`src/rtl/ywz_pkg.sv`:
```
// Shared types, constants and codes for the YCbCr window zone pixel counter.
// No dependencies; every other file in rtl/ refers to this package by scoped names.
package ywz_pkg;

    // Frame geometry
    localparam int FRAME_COLUMNS = 180;
    localparam int FRAME_ROWS    = 120;

    // Field widths
    localparam int PIX_W   = 16;
    localparam int ROW_W   = 7;
    localparam int COL_W   = 8;
    localparam int TALLY_W = 15;
    localparam int NUM_TALLIES = 8;
    localparam int TALLY_IDX_W = $clog2(NUM_TALLIES);

    // Classification constants
    localparam logic [PIX_W-1:0]   GRAY_MARK      = 16'h07E0;
    localparam logic [7:0]         BLACK_LUMA_MAX = 8'd20;
    localparam logic [ROW_W-1:0]   ROW_LOW_START  = 7'd80;
    localparam logic [ROW_W-1:0]   ROW_MID_SPLIT  = 7'd100;
    localparam logic [COL_W-1:0]   COL_LEFT_END   = 8'd60;
    localparam logic [COL_W-1:0]   COL_MID_END    = 8'd120;
    localparam logic [TALLY_W-1:0] TALLY_MAX      = {TALLY_W{1'b1}};

    // Pixel classes
    localparam logic [1:0] CLASS_NONE  = 2'd0;
    localparam logic [1:0] CLASS_GRAY  = 2'd1;
    localparam logic [1:0] CLASS_BLACK = 2'd2;

    // Tally indexes
    localparam logic [TALLY_IDX_W-1:0] TALLY_LOW_LEFT      = 3'd0;
    localparam logic [TALLY_IDX_W-1:0] TALLY_LOW_MID_UPPER = 3'd1;
    localparam logic [TALLY_IDX_W-1:0] TALLY_LOW_MID_LOWER = 3'd2;
    localparam logic [TALLY_IDX_W-1:0] TALLY_LOW_RIGHT     = 3'd3;
    localparam logic [TALLY_IDX_W-1:0] TALLY_HIGH_LEFT     = 3'd4;
    localparam logic [TALLY_IDX_W-1:0] TALLY_HIGH_MID      = 3'd5;
    localparam logic [TALLY_IDX_W-1:0] TALLY_HIGH_RIGHT    = 3'd6;
    localparam logic [TALLY_IDX_W-1:0] TALLY_BLACK         = 3'd7;

    // Register map (index = paddr / 4)
    localparam int APB_AW  = 5;
    localparam int REG_IDX_W = 3;
    localparam logic [REG_IDX_W-1:0] REG_LUMA_MIN      = 3'd0;
    localparam logic [REG_IDX_W-1:0] REG_LUMA_MAX      = 3'd1;
    localparam logic [REG_IDX_W-1:0] REG_BLUE_DIFF_MIN = 3'd2;
    localparam logic [REG_IDX_W-1:0] REG_BLUE_DIFF_MAX = 3'd3;
    localparam logic [REG_IDX_W-1:0] REG_RED_DIFF_MIN  = 3'd4;
    localparam logic [REG_IDX_W-1:0] REG_RED_DIFF_MAX  = 3'd5;
    localparam logic [REG_IDX_W-1:0] REG_ROW_FIRST     = 3'd6;
    localparam logic [REG_IDX_W-1:0] REG_ROW_END       = 3'd7;

    // Queue between classifier and counter stage
    localparam int QUEUE_DEPTH = 4;
    localparam int QUEUE_AW    = $clog2(QUEUE_DEPTH);

    typedef struct packed {
        logic [7:0]       luma_min;
        logic [7:0]       luma_max;
        logic signed [7:0] blue_diff_min;
        logic signed [7:0] blue_diff_max;
        logic signed [7:0] red_diff_min;
        logic signed [7:0] red_diff_max;
        logic [ROW_W-1:0] row_first;
        logic [ROW_W-1:0] row_end;
    } t_cfg;

    typedef struct packed {
        logic [PIX_W-1:0]       out_pixel;
        logic [1:0]             pixel_class;
        logic                   bump;
        logic [TALLY_IDX_W-1:0] tally_idx;
        logic                   clear;
    } t_item;

endpackage

```
`src/rtl/ywz_stream_if.sv`:
```
// Valid/ready stream interfaces for pixel input and classified results.
// Depends on ywz_pkg for field widths.
interface ywz_pix_if;
    logic                         valid;
    logic                         ready;
    logic [ywz_pkg::PIX_W-1:0]    pixel;
    logic [ywz_pkg::ROW_W-1:0]    row;
    logic [ywz_pkg::COL_W-1:0]    column;
    logic                         clear_counts;

    modport source (output valid, pixel, row, column, clear_counts, input ready);
    modport sink   (input valid, pixel, row, column, clear_counts, output ready);
endinterface

interface ywz_res_if;
    logic                         valid;
    logic                         ready;
    logic [ywz_pkg::PIX_W-1:0]    out_pixel;
    logic [1:0]                   pixel_class;
    logic [ywz_pkg::TALLY_W-1:0]  low_left_count;
    logic [ywz_pkg::TALLY_W-1:0]  low_mid_upper_count;
    logic [ywz_pkg::TALLY_W-1:0]  low_mid_lower_count;
    logic [ywz_pkg::TALLY_W-1:0]  low_right_count;
    logic [ywz_pkg::TALLY_W-1:0]  high_left_count;
    logic [ywz_pkg::TALLY_W-1:0]  high_mid_count;
    logic [ywz_pkg::TALLY_W-1:0]  high_right_count;
    logic [ywz_pkg::TALLY_W-1:0]  black_count;

    modport source (output valid, out_pixel, pixel_class, low_left_count,
                    low_mid_upper_count, low_mid_lower_count, low_right_count,
                    high_left_count, high_mid_count, high_right_count, black_count,
                    input ready);
    modport sink   (input valid, out_pixel, pixel_class, low_left_count,
                    low_mid_upper_count, low_mid_lower_count, low_right_count,
                    high_left_count, high_mid_count, high_right_count, black_count,
                    output ready);
endinterface

```
`src/rtl/ywz_front.sv`:
```
// Front end: accepts pixels, converts RGB565 to YCbCr and classifies them.
// Depends on ywz_pkg and ywz_pix_if; feeds one classified item to the queue.
module ywz_front (
    ywz_pix_if.sink               i_pix,
    input  ywz_pkg::t_cfg         i_cfg,
    input  logic                  i_queue_full,
    output logic                  o_push,
    output ywz_pkg::t_item        o_item
);

    logic [7:0]         r8, g8, b8;
    logic signed [17:0] rs, gs, bs;
    logic [15:0]        y_sum;
    logic signed [17:0] cb_sum, cr_sum;
    logic [7:0]         luma;
    logic signed [8:0]  cb, cr;
    logic signed [8:0]  cb_lo, cb_hi, cr_lo, cr_hi;
    logic               in_window, chroma_ok, is_gray, is_black, row_low;

    assign r8 = {i_pix.pixel[15:11], 3'b000};
    assign g8 = {i_pix.pixel[10:5], 2'b00};
    assign b8 = {i_pix.pixel[4:0], 3'b000};
    assign rs = $signed({10'd0, r8});
    assign gs = $signed({10'd0, g8});
    assign bs = $signed({10'd0, b8});

    // Luma sum tops out below 2^16, so bits 15:8 are the rounded result
    assign y_sum = 16'd77 * {8'd0, r8} + 16'd150 * {8'd0, g8}
                 + 16'd29 * {8'd0, b8} + 16'd128;
    assign luma  = y_sum[15:8];

    // Chroma sums stay within 17 signed bits; dropping 8 LSBs floors them
    assign cb_sum = 18'sd128 * bs - 18'sd43 * rs - 18'sd85 * gs - 18'sd128;
    assign cr_sum = 18'sd128 * rs - 18'sd107 * gs - 18'sd21 * bs - 18'sd128;
    assign cb     = cb_sum[16:8];
    assign cr     = cr_sum[16:8];

    assign cb_lo = {i_cfg.blue_diff_min[7], i_cfg.blue_diff_min};
    assign cb_hi = {i_cfg.blue_diff_max[7], i_cfg.blue_diff_max};
    assign cr_lo = {i_cfg.red_diff_min[7], i_cfg.red_diff_min};
    assign cr_hi = {i_cfg.red_diff_max[7], i_cfg.red_diff_max};

    assign in_window = (i_pix.row >= i_cfg.row_first) && (i_pix.row < i_cfg.row_end)
                    && (i_pix.row < ywz_pkg::ROW_W'(ywz_pkg::FRAME_ROWS));
    assign chroma_ok = (cb >= cb_lo) && (cb <= cb_hi) && (cr >= cr_lo) && (cr <= cr_hi);
    assign is_gray   = in_window && chroma_ok
                    && (luma >= i_cfg.luma_min) && (luma <= i_cfg.luma_max);
    assign is_black  = in_window && chroma_ok && !is_gray
                    && (luma <= ywz_pkg::BLACK_LUMA_MAX);
    assign row_low   = i_pix.row >= ywz_pkg::ROW_LOW_START;

    assign i_pix.ready = !i_queue_full;
    assign o_push      = i_pix.valid && !i_queue_full;

    always_comb begin
        o_item.out_pixel   = i_pix.pixel;
        o_item.pixel_class = ywz_pkg::CLASS_NONE;
        o_item.bump        = 1'b0;
        o_item.tally_idx   = ywz_pkg::TALLY_BLACK;
        o_item.clear       = i_pix.clear_counts;
        if (is_gray) begin
            o_item.out_pixel   = i_pix.pixel | ywz_pkg::GRAY_MARK;
            o_item.pixel_class = ywz_pkg::CLASS_GRAY;
            o_item.bump        = i_pix.column < ywz_pkg::COL_W'(ywz_pkg::FRAME_COLUMNS);
            if (i_pix.column < ywz_pkg::COL_LEFT_END) begin
                o_item.tally_idx = row_low ? ywz_pkg::TALLY_LOW_LEFT
                                           : ywz_pkg::TALLY_HIGH_LEFT;
            end else if (i_pix.column < ywz_pkg::COL_MID_END) begin
                if (!row_low) begin
                    o_item.tally_idx = ywz_pkg::TALLY_HIGH_MID;
                end else if (i_pix.row < ywz_pkg::ROW_MID_SPLIT) begin
                    o_item.tally_idx = ywz_pkg::TALLY_LOW_MID_UPPER;
                end else begin
                    o_item.tally_idx = ywz_pkg::TALLY_LOW_MID_LOWER;
                end
            end else begin
                o_item.tally_idx = row_low ? ywz_pkg::TALLY_LOW_RIGHT
                                           : ywz_pkg::TALLY_HIGH_RIGHT;
            end
        end else if (is_black) begin
            o_item.pixel_class = ywz_pkg::CLASS_BLACK;
            o_item.bump        = 1'b1;
            o_item.tally_idx   = ywz_pkg::TALLY_BLACK;
        end
    end

endmodule

```
`src/rtl/ywz_queue.sv`:
```
// Short FIFO of classified items between the front end and the counter stage.
// Depends on ywz_pkg for the item type and depth.
module ywz_queue (
    input  logic                  i_clk,
    input  logic                  i_rst_n,
    input  logic                  i_push,
    input  ywz_pkg::t_item        i_item,
    input  logic                  i_pop,
    output logic                  o_valid,
    output logic                  o_full,
    output ywz_pkg::t_item        o_item
);

    ywz_pkg::t_item                  r_mem [ywz_pkg::QUEUE_DEPTH];
    logic [ywz_pkg::QUEUE_AW-1:0]    r_wr_ptr, n_wr_ptr;
    logic [ywz_pkg::QUEUE_AW-1:0]    r_rd_ptr, n_rd_ptr;
    logic [ywz_pkg::QUEUE_AW:0]      r_count, n_count;
    logic                            do_push, do_pop;

    assign o_valid = r_count != '0;
    assign o_full  = r_count == (ywz_pkg::QUEUE_AW + 1)'(ywz_pkg::QUEUE_DEPTH);
    assign o_item  = r_mem[r_rd_ptr];
    assign do_push = i_push && !o_full;
    assign do_pop  = i_pop && o_valid;

    always_comb begin
        n_wr_ptr = do_push ? r_wr_ptr + 1'b1 : r_wr_ptr;
        n_rd_ptr = do_pop ? r_rd_ptr + 1'b1 : r_rd_ptr;
        n_count  = r_count;
        if (do_push && !do_pop) begin
            n_count = r_count + 1'b1;
        end else if (do_pop && !do_push) begin
            n_count = r_count - 1'b1;
        end
    end

    always_ff @(posedge i_clk) begin
        if (!i_rst_n) begin
            r_wr_ptr <= '0;
            r_rd_ptr <= '0;
            r_count  <= '0;
        end else begin
            r_wr_ptr <= n_wr_ptr;
            r_rd_ptr <= n_rd_ptr;
            r_count  <= n_count;
        end
    end

    always_ff @(posedge i_clk) begin
        if (do_push) begin
            r_mem[r_wr_ptr] <= i_item;
        end
    end

endmodule

```
`src/rtl/ywz_back.sv`:
```
// Back end: applies clears, bumps saturating zone tallies, holds the result register.
// Depends on ywz_pkg and ywz_res_if; drains items from ywz_queue.
module ywz_back (
    input  logic                  i_clk,
    input  logic                  i_rst_n,
    input  logic                  i_q_valid,
    input  ywz_pkg::t_item        i_q_item,
    output logic                  o_pop,
    ywz_res_if.source             o_res
);

    logic [ywz_pkg::NUM_TALLIES-1:0][ywz_pkg::TALLY_W-1:0] r_tally, n_tally;
    logic                          r_valid, n_valid;
    logic [ywz_pkg::PIX_W-1:0]     r_pixel;
    logic [1:0]                    r_class;
    logic [ywz_pkg::TALLY_W-1:0]   base;

    // Take a new item whenever the result register is empty or being drained
    assign o_pop = i_q_valid && (!r_valid || o_res.ready);

    always_comb begin
        n_tally = r_tally;
        base    = '0;
        if (o_pop) begin
            for (int i = 0; i < ywz_pkg::NUM_TALLIES; i++) begin
                base = i_q_item.clear ? '0 : r_tally[i];
                if (i_q_item.bump && (i_q_item.tally_idx == ywz_pkg::TALLY_IDX_W'(i))
                    && (base != ywz_pkg::TALLY_MAX)) begin
                    base = base + 1'b1;
                end
                n_tally[i] = base;
            end
        end
        n_valid = o_pop ? 1'b1 : (r_valid && !o_res.ready);
    end

    always_ff @(posedge i_clk) begin
        if (!i_rst_n) begin
            r_valid <= 1'b0;
            r_tally <= '0;
        end else begin
            r_valid <= n_valid;
            r_tally <= n_tally;
        end
    end

    always_ff @(posedge i_clk) begin
        if (o_pop) begin
            r_pixel <= i_q_item.out_pixel;
            r_class <= i_q_item.pixel_class;
        end
    end

    assign o_res.valid               = r_valid;
    assign o_res.out_pixel           = r_pixel;
    assign o_res.pixel_class         = r_class;
    assign o_res.low_left_count      = r_tally[ywz_pkg::TALLY_LOW_LEFT];
    assign o_res.low_mid_upper_count = r_tally[ywz_pkg::TALLY_LOW_MID_UPPER];
    assign o_res.low_mid_lower_count = r_tally[ywz_pkg::TALLY_LOW_MID_LOWER];
    assign o_res.low_right_count     = r_tally[ywz_pkg::TALLY_LOW_RIGHT];
    assign o_res.high_left_count     = r_tally[ywz_pkg::TALLY_HIGH_LEFT];
    assign o_res.high_mid_count      = r_tally[ywz_pkg::TALLY_HIGH_MID];
    assign o_res.high_right_count    = r_tally[ywz_pkg::TALLY_HIGH_RIGHT];
    assign o_res.black_count         = r_tally[ywz_pkg::TALLY_BLACK];

    // Tallies move only when a new result is loaded
    a_tally_hold: assert property (@(posedge i_clk) disable iff (!i_rst_n)
        !o_pop |=> $stable(r_tally))
        else $error("tallies changed without a new result");

    // A clearing item that counts nothing leaves every tally at zero
    a_clear_zero: assert property (@(posedge i_clk) disable iff (!i_rst_n)
        (o_pop && i_q_item.clear && !i_q_item.bump) |=> (r_tally == '0))
        else $error("tallies not zero after clear");

    // The black tally moves without a clear only for a black result
    a_black_class: assert property (@(posedge i_clk) disable iff (!i_rst_n)
        (o_pop && !i_q_item.clear) ##1 !$stable(r_tally[ywz_pkg::TALLY_BLACK])
        |-> (r_class == ywz_pkg::CLASS_BLACK))
        else $error("black tally bumped for a non-black pixel");

endmodule

```
`src/rtl/ycbcr_window_zone_pixel_counter.sv`:
```
// Top level of the YCbCr window zone pixel counter: APB registers, front, queue, back.
// Depends on ywz_pkg, ywz_stream_if, ywz_front, ywz_queue and ywz_back.
//
// The block takes one RGB565 pixel with its row, column and a clear flag per
// transfer and returns one result per pixel: the pixel (ORed with 0x07E0 when
// classed gray), its class (none, gray, black) and eight 15-bit saturating
// tallies as they stand after that pixel. A pixel is examined only in rows
// row_first <= row < row_end; gray needs Y, Cb and Cr inside the configured
// bounds, black needs Y <= 20 with Cb and Cr in bounds. Gray pixels inside the
// frame columns count in one of seven screen zones, black pixels in the black
// tally; a set clear flag zeros all tallies before the pixel counts.
// Throughput is one pixel per cycle while results are taken: the front end
// converts and classifies in the cycle of the input transfer, a four-entry
// queue holds classified pixels, and the back end updates the tallies and
// loads the result register together, so a result is registered in the queue
// and then in the result register before it goes valid. The input side keeps
// accepting while results stall until the queue fills. Registers sit at byte
// address 4*index on the APB port (luma_min, luma_max, blue_diff_min,
// blue_diff_max, red_diff_min, red_diff_max, row_first, row_end) and must be
// written only while no pixel is in flight.
module ycbcr_window_zone_pixel_counter (
    input  logic                          i_clk,
    input  logic                          i_rst_n,
    ywz_pix_if.sink                       i_pix,
    ywz_res_if.source                     o_res,
    input  logic                          psel,
    input  logic                          penable,
    input  logic                          pwrite,
    input  logic [ywz_pkg::APB_AW-1:0]    paddr,
    input  logic [31:0]                   pwdata,
    output logic [31:0]                   prdata,
    output logic                          pready
);

    ywz_pkg::t_cfg                 r_cfg;
    logic                          cfg_write;
    logic [ywz_pkg::REG_IDX_W-1:0] reg_idx;
    logic                          push, pop, q_valid, q_full;
    ywz_pkg::t_item                front_item, q_item;

    // Register file: no wait states, write on the access phase
    assign pready    = 1'b1;
    assign cfg_write = psel && penable && pwrite && pready;
    assign reg_idx   = paddr[ywz_pkg::APB_AW-1:2];

    always_ff @(posedge i_clk) begin
        if (!i_rst_n) begin
            r_cfg.luma_min      <= 8'd70;
            r_cfg.luma_max      <= 8'd140;
            r_cfg.blue_diff_min <= -8'sd10;
            r_cfg.blue_diff_max <= 8'sd10;
            r_cfg.red_diff_min  <= -8'sd10;
            r_cfg.red_diff_max  <= 8'sd10;
            r_cfg.row_first     <= 7'd60;
            r_cfg.row_end       <= 7'd120;
        end else if (cfg_write) begin
            unique case (reg_idx)
                ywz_pkg::REG_LUMA_MIN:      r_cfg.luma_min      <= pwdata[7:0];
                ywz_pkg::REG_LUMA_MAX:      r_cfg.luma_max      <= pwdata[7:0];
                ywz_pkg::REG_BLUE_DIFF_MIN: r_cfg.blue_diff_min <= pwdata[7:0];
                ywz_pkg::REG_BLUE_DIFF_MAX: r_cfg.blue_diff_max <= pwdata[7:0];
                ywz_pkg::REG_RED_DIFF_MIN:  r_cfg.red_diff_min  <= pwdata[7:0];
                ywz_pkg::REG_RED_DIFF_MAX:  r_cfg.red_diff_max  <= pwdata[7:0];
                ywz_pkg::REG_ROW_FIRST:     r_cfg.row_first     <= pwdata[6:0];
                ywz_pkg::REG_ROW_END:       r_cfg.row_end       <= pwdata[6:0];
                default: ;
            endcase
        end
    end

    // Read back; signed bounds come back sign-extended
    always_comb begin
        unique case (reg_idx)
            ywz_pkg::REG_LUMA_MIN:      prdata = {24'd0, r_cfg.luma_min};
            ywz_pkg::REG_LUMA_MAX:      prdata = {24'd0, r_cfg.luma_max};
            ywz_pkg::REG_BLUE_DIFF_MIN: prdata = 32'(r_cfg.blue_diff_min);
            ywz_pkg::REG_BLUE_DIFF_MAX: prdata = 32'(r_cfg.blue_diff_max);
            ywz_pkg::REG_RED_DIFF_MIN:  prdata = 32'(r_cfg.red_diff_min);
            ywz_pkg::REG_RED_DIFF_MAX:  prdata = 32'(r_cfg.red_diff_max);
            ywz_pkg::REG_ROW_FIRST:     prdata = {25'd0, r_cfg.row_first};
            ywz_pkg::REG_ROW_END:       prdata = {25'd0, r_cfg.row_end};
            default:                    prdata = '0;
        endcase
    end

    // Classify in the front end, queue, then count in the back end
    ywz_front u_front (
        .i_pix        (i_pix),
        .i_cfg        (r_cfg),
        .i_queue_full (q_full),
        .o_push       (push),
        .o_item       (front_item)
    );

    ywz_queue u_queue (
        .i_clk   (i_clk),
        .i_rst_n (i_rst_n),
        .i_push  (push),
        .i_item  (front_item),
        .i_pop   (pop),
        .o_valid (q_valid),
        .o_full  (q_full),
        .o_item  (q_item)
    );

    ywz_back u_back (
        .i_clk     (i_clk),
        .i_rst_n   (i_rst_n),
        .i_q_valid (q_valid),
        .i_q_item  (q_item),
        .o_pop     (pop),
        .o_res     (o_res)
    );

endmodule

```
`src/flat_wrapper.sv`:
```
// flat-port wrapper written by rule: the top's interface ports become plain ports
module ycbcr_window_zone_pixel_counter_flat 
  (i_clk, i_rst_n, psel, penable, pwrite, paddr, pwdata, prdata, pready, i_pix_valid, i_pix_pixel, i_pix_row, i_pix_column, i_pix_clear_counts, i_pix_ready, o_res_valid, o_res_out_pixel, o_res_pixel_class, o_res_low_left_count, o_res_low_mid_upper_count, o_res_low_mid_lower_count, o_res_low_right_count, o_res_high_left_count, o_res_high_mid_count, o_res_high_right_count, o_res_black_count, o_res_ready);
  ywz_pix_if i_pix_i ();
  ywz_res_if o_res_i ();
  input  logic i_clk;
  input  logic i_rst_n;
  input  logic psel;
  input  logic penable;
  input  logic pwrite;
  input  logic [ywz_pkg::APB_AW-1:0] paddr;
  input  logic [31:0] pwdata;
  output logic [31:0] prdata;
  output logic pready;
  input wire logic [$bits(i_pix_i.valid)-1:0] i_pix_valid;
  input wire logic [$bits(i_pix_i.pixel)-1:0] i_pix_pixel;
  input wire logic [$bits(i_pix_i.row)-1:0] i_pix_row;
  input wire logic [$bits(i_pix_i.column)-1:0] i_pix_column;
  input wire logic [$bits(i_pix_i.clear_counts)-1:0] i_pix_clear_counts;
  output wire logic [$bits(i_pix_i.ready)-1:0] i_pix_ready;
  output wire logic [$bits(o_res_i.valid)-1:0] o_res_valid;
  output wire logic [$bits(o_res_i.out_pixel)-1:0] o_res_out_pixel;
  output wire logic [$bits(o_res_i.pixel_class)-1:0] o_res_pixel_class;
  output wire logic [$bits(o_res_i.low_left_count)-1:0] o_res_low_left_count;
  output wire logic [$bits(o_res_i.low_mid_upper_count)-1:0] o_res_low_mid_upper_count;
  output wire logic [$bits(o_res_i.low_mid_lower_count)-1:0] o_res_low_mid_lower_count;
  output wire logic [$bits(o_res_i.low_right_count)-1:0] o_res_low_right_count;
  output wire logic [$bits(o_res_i.high_left_count)-1:0] o_res_high_left_count;
  output wire logic [$bits(o_res_i.high_mid_count)-1:0] o_res_high_mid_count;
  output wire logic [$bits(o_res_i.high_right_count)-1:0] o_res_high_right_count;
  output wire logic [$bits(o_res_i.black_count)-1:0] o_res_black_count;
  input wire logic [$bits(o_res_i.ready)-1:0] o_res_ready;
  assign i_pix_i.valid = i_pix_valid;
  assign i_pix_i.pixel = i_pix_pixel;
  assign i_pix_i.row = i_pix_row;
  assign i_pix_i.column = i_pix_column;
  assign i_pix_i.clear_counts = i_pix_clear_counts;
  assign i_pix_ready = i_pix_i.ready;
  assign o_res_valid = o_res_i.valid;
  assign o_res_out_pixel = o_res_i.out_pixel;
  assign o_res_pixel_class = o_res_i.pixel_class;
  assign o_res_low_left_count = o_res_i.low_left_count;
  assign o_res_low_mid_upper_count = o_res_i.low_mid_upper_count;
  assign o_res_low_mid_lower_count = o_res_i.low_mid_lower_count;
  assign o_res_low_right_count = o_res_i.low_right_count;
  assign o_res_high_left_count = o_res_i.high_left_count;
  assign o_res_high_mid_count = o_res_i.high_mid_count;
  assign o_res_high_right_count = o_res_i.high_right_count;
  assign o_res_black_count = o_res_i.black_count;
  assign o_res_i.ready = o_res_ready;
  ycbcr_window_zone_pixel_counter u_core (.i_clk(i_clk), .i_rst_n(i_rst_n), .i_pix(i_pix_i), .o_res(o_res_i), .psel(psel), .penable(penable), .pwrite(pwrite), .paddr(paddr), .pwdata(pwdata), .prdata(prdata), .pready(pready));
endmodule
```
`config.mk`:
```
export PLATFORM = sky130hd
export DESIGN_NAME = ycbcr_window_zone_pixel_counter_flat
export DESIGN_NICKNAME = d
export VERILOG_FILES = /design/src/rtl/ywz_pkg.sv /design/src/rtl/ywz_stream_if.sv /design/src/rtl/ywz_front.sv /design/src/rtl/ywz_queue.sv /design/src/rtl/ywz_back.sv /design/src/rtl/ycbcr_window_zone_pixel_counter.sv /design/src/flat_wrapper.sv
export SDC_FILE = /design/constraint.sdc
export NUM_CORES = 1
export LEC_CHECK = 0
export BUFFER_PORTS_ARGS = -buffer_cell sky130_fd_sc_hd__buf_2
export CORE_MARGIN = 3
export CORE_UTILIZATION = 50
export DETAILED_ROUTE_END_ITERATION = 16
export GPL_ROUTABILITY_DRIVEN = 0
export MAX_ROUTING_LAYER = met4
export PLACE_DENSITY = 0.68
export SETUP_SLACK_MARGIN = 0.05
export SLEW_MARGIN = 20
export SYNTH_ARGS = -nofsm -noshare
export SYNTH_HDL_FRONTEND = slang
export SYNTH_SLANG_ARGS = --single-unit
export TNS_END_PERCENT = 10
```
`constraint.sdc`:
```
create_clock -name i_clk -period 13.8 [get_ports i_clk]
set_input_delay 2.07 -clock i_clk [delete_from_list [all_inputs] [get_ports i_clk]]
set_output_delay 2.07 -clock i_clk [all_outputs]
set_load 0.02 [all_outputs]
```
==> metrics.txt, run 1 <==
post-CTS setup buffer count=0; fmax=101.4 MHz; unrepaired setup endpoints after global routing=false; area of the core=41290 um^2; clock sinks=302; status=finished, final reports clean; # hold bufs at CTS=0; Hold Path Stages=2; Die Width=211.6 um; R2R depth=13; IR drop worst, VDD=154.7 uV; Max-cap violations=0; post-route ant nets=0; Leak=10.33 nW; final setup violation count=0; Yosys reg bits=302; cell count after synthesis=2273; vias=17340; share of layout cells above drive strength 1=0.1429; Setup TNS=0 ns; footprint of the multi-input gates=12760 um^2; Area Overhead vs Synth=12.13%; port bufs=219; largest net degree at the start of global routing=87; Post-synth EDFFs=110; FF-to-FF setup slack=9.54 ns; Crit Path Class=in2reg; Fin. Hold Viols=0; fin area=23700 um^2; CTS buffer count=36; synthesized area=21140 um^2; yosys warns=0; Post-CTS Resized=0; top post-synthesis cells by area=dfxtp_1 (18%), ha_1 (16%), edfxtp_1 (16%); Final Skew=0.03477 ns; WL/cell=18.40 um; clock slew at reported path FFs=0.06 ns; row cnt=74; Syn Nets=2663; Req. time, crit path=13.99 ns; Synth area leader=dfxtp_1; synth cell count leaders=ha_1 (276), nand2_1 (229), inv_1 (208), dfxtp_1 (192), nor2_1 (154); initial core utilization=0.5119; reg2reg end=u_core.u_back.o_res.low_mid_upper_count[12]$_SDFFE_PN0P_; Post-synth ARST share=0; min cycle time layout=9.863 ns; crit path max-delay cell type=nor4b_1; post-synth cell types=84; Detail Placement HPWL=41.04 mm; Max FO, Critical Path=12; area post-placement=22550 um^2; placed insts=2940; clk_lat worst skew=0.56 ns; PwrDens=212.4 nW/um^2; drt total wl=55.22 mm; DR iter-0 viols=1379; crit path DAT=10.05 ns; die area=44780 um^2; crit start category=primary input; final std cells w/o fill=3002; Die Ht=211.6 um; max incr delay on CP=0.81 ns; worst slew pin tran=1.217 ns; Seq. cell area=7148 um^2; DRC viols=0; Synth top area share=0.1818; first-pass GRT wire length=88.13 mm; GR Overflow Total=0; Seq/Total Area, Yosys=0.3381; number of H-tree levels=2; vias in the first global route=16888; fillers=3656; number of diodes=0; Place WS=3.370 ns; HP Class=reg2reg; fin. max-slew vios=0; io pins=249; CTS max path bufs=3; most frequent CP cell=ha_1; Hold EP=u_core.r_cfg[57]$_SDFFE_PN0P_; DRT Pass-1 Iters=5; slew margin rel.=0.1787; CTS tree=done; GR Util All Layers=0.2520; most frequent cell after synthesis=ha_1; PnR worst setup slack=3.937 ns; Final nets=2836; initial antenna violation count=0; Syn Area/Cell=9.300 um^2; vias per inst=5.776; period utilization=0.7147; clock root buffer master=clkbuf_16; HP Start=u_core.r_cfg[57]$_SDFFE_PN0P_; Worst Setup End Kind=register; Synth Flop Type=dfxtp_1
==> metrics by stage <==
stage	hold WS, ns	total power [mW]	util
2_1_floorplan	0.4363	3.380	-
3_3_place_gp	0.4454	3.990	0.5461
3_5_place_dp	0.4513	4.129	0.5461
4_1_cts	0.4622	5.071	0.5737
5_1_grt	0.4758	5.537	0.5740
6_report	0.4648	5.036	0.5740
==> where the power goes <==
part           internal (mW)  leakage, nW  switching (mW)
Sequential              1.01         2.58          0.0242
Clock                  0.536        0.557           0.380
Combinational           1.26         7.19            1.82
==> critical path, delay by kind of cell <==
family / cells / cell delay (ns)
buffers and inverters: 5 / 0.58
xor gates and xnor gates: 3 / 0.59
AOI/OAI and AO/OA: 8 / 1.62
adders and majority gates: 8 / 2.53
and+or+nand+nor: 9 / 2.64
==> cells in the final DEF (no fill, tap or decap), types with 8 or more instances in the layout <==
cell type  instances
o211ai_1          40
ha_1             276
nand2_1          228
xnor2_1           78
o41ai_1            8
buf_2            219
mux2i_1           31
fa_1              38
or2_2             11
o21ai_0           91
edfxtp_1         110
a22oi_1           11
nand4_1           37
a211oi_1          13
nor3_1            27
and4_1            11
nor2_1           154
buf_4             15
a21o_1            25
clkbuf_16         36
a21boi_0           9
a31oi_1           22
o21bai_1          11
mux4_2            27
nand3_1           64
dfxtp_1          191
inv_1            207
and2_1            53
xor2_1            65
nor2b_1           35
nand2b_1          19
o21a_1            13
a21oi_1          106
and3_1            30
==> flip-flops by register name (all words and copies together) (netlist names), named ones only <==
signal                                   cells
u_core.r_cfg                                62
u_core.u_back.o_res.black_count             15
u_core.u_back.o_res.high_left_count         15
u_core.u_back.o_res.high_mid_count          15
u_core.u_back.o_res.high_right_count        15
u_core.u_back.o_res.low_left_count          15
u_core.u_back.o_res.low_mid_lower_count     15
u_core.u_back.o_res.low_mid_upper_count     15
u_core.u_back.o_res.low_right_count         15
u_core.u_back.o_res.out_pixel               16
u_core.u_back.o_res.pixel_class              2
u_core.u_back.o_res.valid                    1
u_core.u_queue.r_count                       3
u_core.u_queue.r_mem                        92
u_core.u_queue.r_rd_ptr                      2
u_core.u_queue.r_wr_ptr                      2
==> layer usage <==
layer,vias up,GRT usage,routed length (um)
met1,8328,0.3275,24340
met4,0,0.08129,1713
met5,-,-,0
met3,122,0.03734,3345
li1,8368,-,-
met2,522,0.4078,25820
==> worst max path at each step <==
| stage | startpoint | end | slack [ns] | depth (start not counted) |
|---|---|---|---|---|
| floorplan | i_pix_pixel[14] | u_core.u_queue.r_mem[0][3]$_DFFE_PP_ | 4.64 | 33 |
| global placement | i_pix_pixel[14] | u_core.u_queue.r_mem[0][6]$_DFFE_PP_ | 3.54 | 33 |
| detailed placement | i_pix_pixel[14] | u_core.u_queue.r_mem[3][4]$_DFFE_PP_ | 3.37 | 35 |
| CTS | i_pix_pixel[14] | u_core.u_queue.r_mem[0][6]$_DFFE_PP_ | 3.93 | 34 |
| global route | i_pix_pixel[14] | u_core.u_queue.r_mem[0][6]$_DFFE_PP_ | 3.27 | 33 |
| finish | i_pix_pixel[14] | u_core.u_queue.r_mem[0][6]$_DFFE_PP_ | 3.94 | 33 |
==> cell type report <==
cell class,count,area share
Timing Repair Buffer,234,0.05099
Clock buffer,47,0.04270
Sequential cell,302,0.3016
Multi-Input combinational cell,1663,0.5383
Inverter,209,0.03310
Clock inverter,15,0.005226
Tap cell,532,0.02808
==> cells by family after synthesis <==
family,count (synthesis),synth area share
multiplexers,63,0.04611
adder cells (fa/ha/maj),314,0.1993
other,1,0.0001774
AO/OA/AOI/OAI,423,0.1301
flip-flops,302,0.3381
AND/OR/NAND/NOR,719,0.1674
buffers and inverters,308,0.05954
XOR/XNOR,143,0.05925
Note: power is estimated with default switching activity, not from simulation.
==> inputs of run 2 (changes only) <==
--- a/config.mk
+++ b/config.mk
@@ -5,13 +5,14 @@
 export SDC_FILE = /design/constraint.sdc
 export NUM_CORES = 1
 export LEC_CHECK = 0
+export ABC_AREA = 1
 export BUFFER_PORTS_ARGS = -buffer_cell sky130_fd_sc_hd__buf_2
 export CORE_MARGIN = 3
 export CORE_UTILIZATION = 50
 export DETAILED_ROUTE_END_ITERATION = 16
 export GPL_ROUTABILITY_DRIVEN = 0
 export MAX_ROUTING_LAYER = met4
-export PLACE_DENSITY = 0.68
+export PLACE_DENSITY = 0.7
 export SETUP_SLACK_MARGIN = 0.05
 export SLEW_MARGIN = 20
 export SYNTH_ARGS = -nofsm -noshare
==> constraint.sdc (replaced) <==
create_clock -name i_clk -period 8.1 [get_ports i_clk]
set_input_delay 1.215 -clock i_clk [delete_from_list [all_inputs] [get_ports i_clk]]
set_output_delay 1.215 -clock i_clk [all_outputs]
set_load 0.02 [all_outputs]
==> metrics.txt, run 2 <==
status=finished, final reports clean; PwrDens=379.2 nW/um^2; Worst Setup End Kind=register; post-route ant nets=0; Net Sw Power=4.768 mW; drt total wl=62.80 mm; Req. time, crit path=8.37 ns; slew margin rel.=0.4065; initial antenna violation count=1; Post-synth EDFFs=110; GR Overflow Total=0; most frequent CP cell=ha_1; period utilization=0.9386; crit path max-delay cell type=fa_1; Final Skew=0.01255 ns; fmax=131.5 MHz; Die Ht=219.2 um; P_int=4.959 mW; max incr delay on CP=0.48 ns; clock share of power=0.161; Synth Flop Type=dfxtp_1; vias=20941; commonest cells after routing, fill and taps aside=nand2_1 (538), inv_1 (454), nor2_1 (331); synthesized area=22730 um^2; Syn Area/Cell=7.565 um^2; DRT Pass-1 Iters=5; io pins=249; largest net degree at the start of global routing=83; Fin. Hold Viols=0; Seq pwr share=0.186; GR Util All Layers=0.2617; die area=48060 um^2; Detail Placement HPWL=47.09 mm; HP Class=reg2reg; clock root buffer master=clkbuf_16; first-pass GRT wire length=99.10 mm; Die Width=219.2 um; row cnt=77; most frequent cell after synthesis=nand2_1; Final nets=3605; Logic pwr share=0.653; IR drop worst, VDD=450.1 uV; cell count after synthesis=3005; max FFs per register=92; Syn Nets=3395; Largest Register=u_core.u_queue.r_mem; final setup violation count=0; sw frac=0.4902; CTS buffer count=35; Seq. cell area=7147 um^2; share of layout cells above drive strength 1=0.1303; Post-synth ARST share=0; Max FO, Critical Path=6; Post-Route Utilization=0.5751; most common cell after layout, fill and taps aside=nand2_1; fin area=25650 um^2; Area Overhead vs Synth=12.84%; area post-placement=24440 um^2; CP delay by family, top=adder cells; WL/cell=16.39 um; fin. max-slew vios=0; fillers=4101; Crit path depth=39; Synth area leader=dfxtp_1; yosys warns=0; top post-synthesis cells by area=dfxtp_1 (17%), ha_1 (15%), edfxtp_1 (15%); Hold Path Stages=2; number of H-tree levels=2; Synth top area share=0.1691; unrepaired setup endpoints after global routing=false; Max-cap violations=0; DR iter-0 viols=1626; CTS max path bufs=3; vias in the first global route=19986; clock slew at reported path FFs=0.06 ns; FF-to-FF setup slack=3.37 ns; Leak=11.99 nW; port bufs=219; worst slew pin tran=0.8902 ns; initial core utilization=0.5097; Crit Path Class=in2reg; CTS tree=done; synth cell count leaders=nand2_1 (539), inv_1 (456), nor2_1 (336), ha_1 (276), dfxtp_1 (192); R2R depth=17; DRC viols=0; Setup TNS=0 ns; area of the core=44610 um^2; clk_lat worst skew=0.54 ns; crit path DAT=7.87 ns; min cycle time layout=7.603 ns; post-synth cell types=54; vias per inst=5.466; footprint of the multi-input gates=13360 um^2; clock sinks=302; PnR worst setup slack=0.4975 ns; final total power=9.727 mW; worst path bufs/invs=8; Place WS=-0.1549 ns; crit start category=primary input; Seq/Total Area, Yosys=0.3144; Yosys reg bits=302
run 2: worst min-delay path, stage by stage, from the launching register on:
cell and delay [ns]:
dfxtp_1 0.30, inv_1 0.07, a21oi_1 0.07
run 2: cells by family after synthesis:
group / after synthesis / synth area share
simple gates: 1220 / 0.2365
compound gates: 479 / 0.1171
other cells: 1 / 0.0001649
buf+inv: 572 / 0.1015
fa+ha+maj: 314 / 0.1854
xor+xnor: 117 / 0.04507
flops: 302 / 0.3144
run 2: through the flow:
stage          instances  hold WS [ns]
3_3_place_gp        3769        0.4517
5_1_grt             3831        0.5072
6_report            3831        0.4888
2_1_floorplan       3005        0.4362
4_1_cts             3829        0.4841
3_5_place_dp        3769        0.4613
run 2: what timing repair did:
item	CTS	global route
hold buffers	0	0
buffers inserted	0	1
gates resized for setup	0	18
hold endpoints to repair	0	0
setup endpoints to repair	0	32
run 2: power groups by stage:
stage               Sequential (mW)  Clock [mW]  Combinational, mW
floorplan                      1.92           0               4.63
CTS                            1.81        1.60               6.31
global placement               1.84           0               5.99
global route                   1.82        1.66               7.24
detailed placement             1.84           0               6.24
finish                         1.81        1.57               6.35
run 2: final timing paths:
path / startpoint / end
hold reg to reg: u_core.u_queue.r_rd_ptr[1]$_SDFFE_PN0P_ / u_core.u_queue.r_rd_ptr[1]$_SDFFE_PN0P_
setup / recovery: i_pix_pixel[15] / u_core.u_queue.r_mem[0][14]$_DFFE_PP_
hold / removal: u_core.u_queue.r_rd_ptr[1]$_SDFFE_PN0P_ / u_core.u_queue.r_rd_ptr[1]$_SDFFE_PN0P_
setup reg to reg: register / u_core.u_back.o_res.low_right_count[10]$_SDFFE_PN0P_
run 2: cell type report:
type	count	area share
clock buffer	48	0.03955
multi-input combinational	2131	0.5209
clock inverter	12	0.004585
timing repair buffer	271	0.05809
sequential	302	0.2786
antenna	1	0.00009755
tap	592	0.02887
inverter	474	0.06936
run 2: layer usage:
layer,track usage,up-vias,routed length [um],part of all wire
li1,-,10321,-,-
met1,0.3139,9815,26140,0.42
met2,0.4499,649,30690,0.49
met3,0.02506,156,3399,0.054
met4,0.1121,0,2573,0.041
met5,-,-,0,0
==> inputs of run 3 (changes only) <==
--- a/config.mk
+++ b/config.mk
@@ -13,6 +13,7 @@
 export GPL_ROUTABILITY_DRIVEN = 0
 export MAX_ROUTING_LAYER = met4
 export PLACE_DENSITY = 0.7
+export RECOVER_POWER = 25
 export SETUP_SLACK_MARGIN = 0.05
 export SLEW_MARGIN = 20
 export SYNTH_ARGS = -nofsm -noshare
==> metrics.txt, run 3 (synthesized netlist as in run 2, its figures left out) <==
status=finished, violations left; failing checks=capacitance limit, slew limit; FF-to-FF setup slack=2.94 ns; largest net degree at the start of global routing=83; share of layout cells above drive strength 1=0.1242; Die Ht=219.2 um; clock sinks=302; max FFs per register=92; die area=48060 um^2; final setup violation count=0; max incr delay on CP=0.41 ns; clk_lat worst skew=0.54 ns; first-pass GRT wire length=99.10 mm; Setup TNS=0 ns; CP delay by family, top=adder cells; IR drop worst, VDD=451.9 uV; Detail Placement HPWL=47.09 mm; fillers=4120; CTS buffer count=35; Crit Path Class=in2reg; unrepaired setup endpoints after global routing=false; drt total wl=62.72 mm; crit start category=primary input; commonest cells after routing, fill and taps aside=nand2_1 (538), inv_1 (455), nor2_1 (332); DR iter-0 viols=1652; period utilization=0.9405; Place WS=-0.1549 ns; WL/cell=16.38 um; PnR worst setup slack=0.4821 ns; row cnt=77; initial antenna violation count=0; Largest Register=u_core.u_queue.r_mem; clock root buffer master=clkbuf_16; port bufs=219; Req. time, crit path=8.37 ns; footprint of the multi-input gates=13360 um^2; HP Class=reg2reg; Fin. Hold Viols=0; Final Skew=0.01496 ns; fmax=131.3 MHz; CTS tree=done; Die Width=219.2 um; io pins=249; fin. max-slew vios=115; Max-cap violations=4; vias=20919; most common cell after layout, fill and taps aside=nand2_1; Area Overhead vs Synth=12.61%; worst path bufs/invs=8; DRC viols=0; initial core utilization=0.5097; Final nets=3605; clock slew at reported path FFs=0.06 ns; number of H-tree levels=2; post-route ant nets=0; number of diodes=0; vias per inst=5.462; crit path DAT=7.89 ns; min cycle time layout=7.618 ns; Leak=11.93 nW; slew margin rel.=-0.4962; DRT Pass-1 Iters=5; area of the core=44610 um^2; Worst Setup End Kind=register; CTS max path bufs=3; worst slew pin tran=2.244 ns; GR Util All Layers=0.2617; PwrDens=379.9 nW/um^2; Max FO, Critical Path=6; Seq. cell area=7147 um^2; GR Overflow Total=0; crit path max-delay cell type=fa_1; vias in the first global route=19986; most frequent CP cell=ha_1
[run 3: power breakdown]
part           switching [mW]  leakage (nW)  internal, mW
logic                    4.08          8.81          2.26
clock network           0.629         0.561         0.938
registers              0.0551          2.56          1.76
[run 3: final timing paths]
| check | startpoint | endpoint | depth (start not counted) |
|---|---|---|---|
| max | i_pix_pixel[14] | u_core.u_queue.r_mem[3][14]$_DFFE_PP_ | 39 |
| min | u_core.u_back.o_res.black_count[14]$_SDFFE_PN0P_ | u_core.u_back.o_res.black_count[14]$_SDFFE_PN0P_ | 2 |
| min reg2reg | u_core.u_back.o_res.black_count[14]$_SDFFE_PN0P_ | u_core.u_back.o_res.black_count[14]$_SDFFE_PN0P_ | 2 |
| max reg2reg | register | u_core.u_back.o_res.low_right_count[10]$_SDFFE_PN0P_ | 17 |
[run 3: what timing repair did]
item | in CTS | in global routing
setup buffers | 0 | 1
setup endpoints to repair | 0 | 32
hold buffers | 0 | 0
resized for setup | 0 | 18
[run 3: layout make-up]
class / count / share of cell area
Multi-Input combinational cell: 2131 / 0.5218
Clock inverter: 12 / 0.004594
Sequential cell: 302 / 0.2792
Tap cell: 592 / 0.02893
Inverter: 474 / 0.06950
Clock buffer: 48 / 0.03964
Timing Repair Buffer: 271 / 0.05635
[run 3: metrics by stage]
step / area, um^2 / power (mW) / util / hold WS [ns] / cells
3_3_place_gp: 24440 / 7.826 / 0.5480 / 0.4517 / 3769
3_5_place_dp: 24440 / 8.085 / 0.5480 / 0.4613 / 3769
5_1_grt: 25600 / 10.72 / 0.5739 / 0.5072 / 3830
2_1_floorplan: 22730 / 6.549 / - / 0.4362 / 3005
6_report: 25600 / 9.726 / 0.5739 / 0.4827 / 3830
4_1_cts: 25580 / 9.715 / 0.5734 / 0.4841 / 3829
[run 3: worst min-delay path, stage by stage (launching register included)]
cell and delay, ns:
dfxtp_1 0.32, nand2_1 0.06, a21oi_1 0.05
[run 3: per-layer routing]
metal | track usage | vias to the layer above | share of wire
met1 | 0.3139 | 9798 | 0.42
met4 | 0.1121 | 0 | 0.043
met5 | - | - | 0
met3 | 0.02506 | 167 | 0.054
li1 | - | 10310 | -
met2 | 0.4499 | 644 | 0.49
